$ cat src/hdl/mhjs_ram.sv
`timescale 1ns / 1ps

module mhjs_ram #(
   parameter int WIDTH = 8,
   parameter int DEPTH = 16
) (
   input  logic                     clock,
   input  logic                     wr_en,
   input  logic [$clog2(DEPTH)-1:0] wr_addr,
   input  logic [WIDTH-1:0]         wr_data,
   input  logic                     rd_en,
   input  logic [$clog2(DEPTH)-1:0] rd_addr,
   output logic [WIDTH-1:0]         rd_data
);

   logic [WIDTH-1:0] mem_ff [DEPTH];
   logic [WIDTH-1:0] rd_data_ff;

   always_ff @(posedge clock) begin
      if (wr_en) begin
         mem_ff[wr_addr] <= wr_data;
      end
      if (rd_en) begin
         rd_data_ff <= mem_ff[rd_addr];
      end
   end

   assign rd_data = rd_data_ff;

endmodule

$ cat config.mk
export PLATFORM = sky130hd
export DESIGN_NAME = mhjs_ram
export DESIGN_NICKNAME = d
export VERILOG_FILES = /design/src/hdl/mhjs_ram.sv
export SDC_FILE = /design/constraint.sdc
export NUM_CORES = 1
export LEC_CHECK = 0
export BUFFER_PORTS_ARGS = -buffer_cell sky130_fd_sc_hd__buf_2
export CORE_MARGIN = 1.5
export CORE_UTILIZATION = 40
export DETAILED_ROUTE_END_ITERATION = 10
export GPL_TIMING_DRIVEN = 1
export SETUP_SLACK_MARGIN = 0.3
export SYNTH_ARGS = -nofsm -noshare
export SYNTH_HDL_FRONTEND = slang
export SYNTH_SLANG_ARGS = --single-unit
$ cat constraint.sdc
create_clock -name clock -period 3.47 [get_ports clock]
set_input_delay 0.5205 -clock clock [delete_from_list [all_inputs] [get_ports clock]]
set_output_delay 0.5205 -clock clock [all_outputs]
set_load 0.02 [all_outputs]
==> run summary <==
===============================================================================================
Post-placement worst setup slack                                                       0.895 ns
Number of placed I/O pins                                                                    27
Final worst path period need                                                            2.12 ns
Post-CTS resize count                                                                         0
Reg-to-reg critical path startpoint                                                mem_ff[0][1]
Post-route clock period utilization                                                       61.1%
Global placer's final weighted congestion                                                 0.701
Final setup vio count                                                                         0
Max Slew Vio Count                                                                            0
Area occupied by multi-input gates                                                 0.00106 sq mm
Worst slew margin relative to its limit                                                   32.0%
Max FO, Critical Path                                                                        17
Sequential cell area in the final layout                                           0.00408 sq mm
Hold-fix buffer count after cts                                                               0
Leakage power figure                                                                    2.03 nW
DR pass1 iterations                                                                           4
Yosys warning count                                                                           0
Effective utilization at floorplan                                                        41.3%
Gate count of the mapped netlist                                                            229
Overall die area                                                                   0.0138 sq mm
Final net count                                                                             288
Hold path startpoint                                                                      rd_en
Seq cells post-synth                                                                        136
Required arrival time at the worst endpoint                                             3.63 ns
Family of cells with the greatest summed delay on the critical path                buffers and inverters
H-tree Lvls                                                                                   4
Layout cells sized above 1                                                                28.4%
Residual DRC count                                                                            0
Buffers added on ports                                                                       26
Diode insertion count for antenna repair                                                      0
Top achievable clock speed                                                              472 MHz
Count of distinct cell types in the synthesized netlist                                      18
Per-cell routed wire length                                                             21.1 um
Clock Sinks                                                                                 136
Crit-path max cell delay                                                                0.61 ns
Std-Cell Core Area                                                                 0.0127 sq mm
Power density relative to cell area                                                 638 mW/mm^2
Commonest non-fill, non-tap cell in the layout                                     sky130_fd_sc_hd__edfxtp_1
Sequential cell area fraction in the yosys report                                         78.1%
Post-Route Skew                                                                      0.00555 ns
Layout area overhead                                                                      17.8%
Overall power after layout                                                              3.93 mW
TNS Setup                                                                                  0 ns
Largest net degree at the start of global routing                                            33
Synthesized Nets                                                                            248
Clock input transition at the sequential cells of the worst setup and hold paths        0.06 ns
Worst Slack Setup Final                                                                 1.35 ns
Category of the worst setup path capture point                                         register
Die width                                                                                117 um
Iteration-0 DRC Markers                                                                     128
Buffers and inverters on the worst path                                                       2
Final Routed Wirelength                                                                 9.59 mm
RSZ-0062 raised after global routing                                                         no
Result of the run                                                                     completed
Worst Setup SP                                                                       rd_addr[0]
Worst setup SP type                                                                   input pin
Clock Latency Late Sink                                                                 0.41 ns
GRT Resource Usage Total                                                                  15.4%
Crit-path slowest cell                                                             sky130_fd_sc_hd__mux4_1
Gr ovfl total                                                                                 0
Highest-count cells in the layout ignoring fill and taps                           sky130_fd_sc_hd__edfxtp_1 (136), sky130_fd_sc_hd__buf_2 (26), sky130_fd_sc_hd__mux4_2 (18), sky130_fd_sc_hd__clkbuf_16 (17), sky130_fd_sc_hd__a22oi_1 (16)
Area of the mapped netlist                                                         0.00523 sq mm
Total number of vias                                                                      2,364
Clock tree from TritonCTS                                                                  done
Number of global-route vias before repair                                                 2,553
Max Cap Viol                                                                                  0
Peak supply drop                                                                       0.452 mV
Remaining antenna violation count after routing                                               0
Class of the worst hold path                                                       input pin to register
Fill count                                                                                1,032
Via-to-Cell Ratio                                                                          5.21
Number of buffers created by CTS                                                             17
Count of endpoints failing hold in the final timing report                                    0
Mean instance size in the synthesized netlist                                        22.8 sq um
Clock buffer depth                                                                            2
FP Rows                                                                                      41
Crit path kind                                                                     input pin to register
WP data arrival                                                                         2.28 ns
Clock root buffer                                                                  sky130_fd_sc_hd__clkbuf_16
Wire length of the first global-routing pass                                            14.8 mm
Worst-margin pin slew                                                                   1.02 ns
Antenna violations before repair                                                              0
Post-CTS setup buffers                                                                        0
Die extent in y                                                                          117 um
Cells along the critical path                                                      buf_2 > buf_4 > mux4_1 > a22oi_1 > nand2_1
Detailed placer's ending HPWL                                                           6.00 mm
===============================================================================================
cell families (layout without fill, tap and decap cells):
logic type / after synthesis / after routing / synth area share (%)
AOI/OAI and AO/OA: 16 / 16 / 2.30
muxes: 32 / 32 / 14.8
DFF: 136 / 136 / 78.1
and+or+nand+nor: 35 / 35 / 3.14
buffers and inverters: 10 / 63 / 1.65
Yosys cell counts (all sizes together):
library cell,instances,area share (%)
nand3,1,0.096
a22oi,16,2.3
buf,7,1.1
clkdlybuf4s25,3,0.57
mux4,32,15
and2b,1,0.14
and2,1,0.12
nor2b,1,0.12
nor2,13,0.93
nand3b,2,0.29
nor3,4,0.38
nand2b,2,0.24
or3b,1,0.17
edfxtp,136,78
nand2,9,0.65
report_power, final:
group,switching [mW],internal [mW],leakage (nW),total [mW]
registers,0.00818,1.85,1.24,1.86
clock network,0.640,1.26,0.300,1.90
logic,0.102,0.0653,0.499,0.168
registers in the layout (all words and copies together), names as in the netlist:
| name | count |
|---|---|
| mem_ff | 128 |
| rd_data | 8 |
path summary, 6_finish.rpt:
check	to	slack, ns	cells after the start
worst max-delay path	rd_data[2]	1.35	5
worst min-delay path	rd_data[5]	0.47	1
worst max register to register	rd_data[1]	1.92	3
worst min register to register	rd_data[4]	0.74	3
stage by stage:
stage / std cells / hold WS, ns / util [%] / cell area [sq um]
3_5_place_dp: 422 / 0.738 / 43.6 / 5520
3_3_place_gp: 422 / 0.729 / 43.6 / 5520
6_report: 454 / 0.470 / 48.6 / 6160
4_1_cts: 454 / 0.457 / 48.6 / 6160
5_1_grt: 454 / 0.457 / 48.6 / 6160
2_1_floorplan: 229 / 0.619 / - / 5230
area by class of cell:
cell class / count / share of cell area [%]
sequential: 136 / 66.3
multi-input combinational: 83 / 17.2
clock buffer: 17 / 6.91
tap: 172 / 3.50
clock inverter: 15 / 3.37
timing repair buffer: 31 / 2.72
routing by layer:
layer  GRT usage, %  vias up  wire length (um)
met3           3.94       14               400
met4           8.56        0               189
met5              0        -                 0
met2           23.9       61              4620
met1           19.9     1226              4380
li1               -     1063                 -
(Power assumes the default switching activity.)
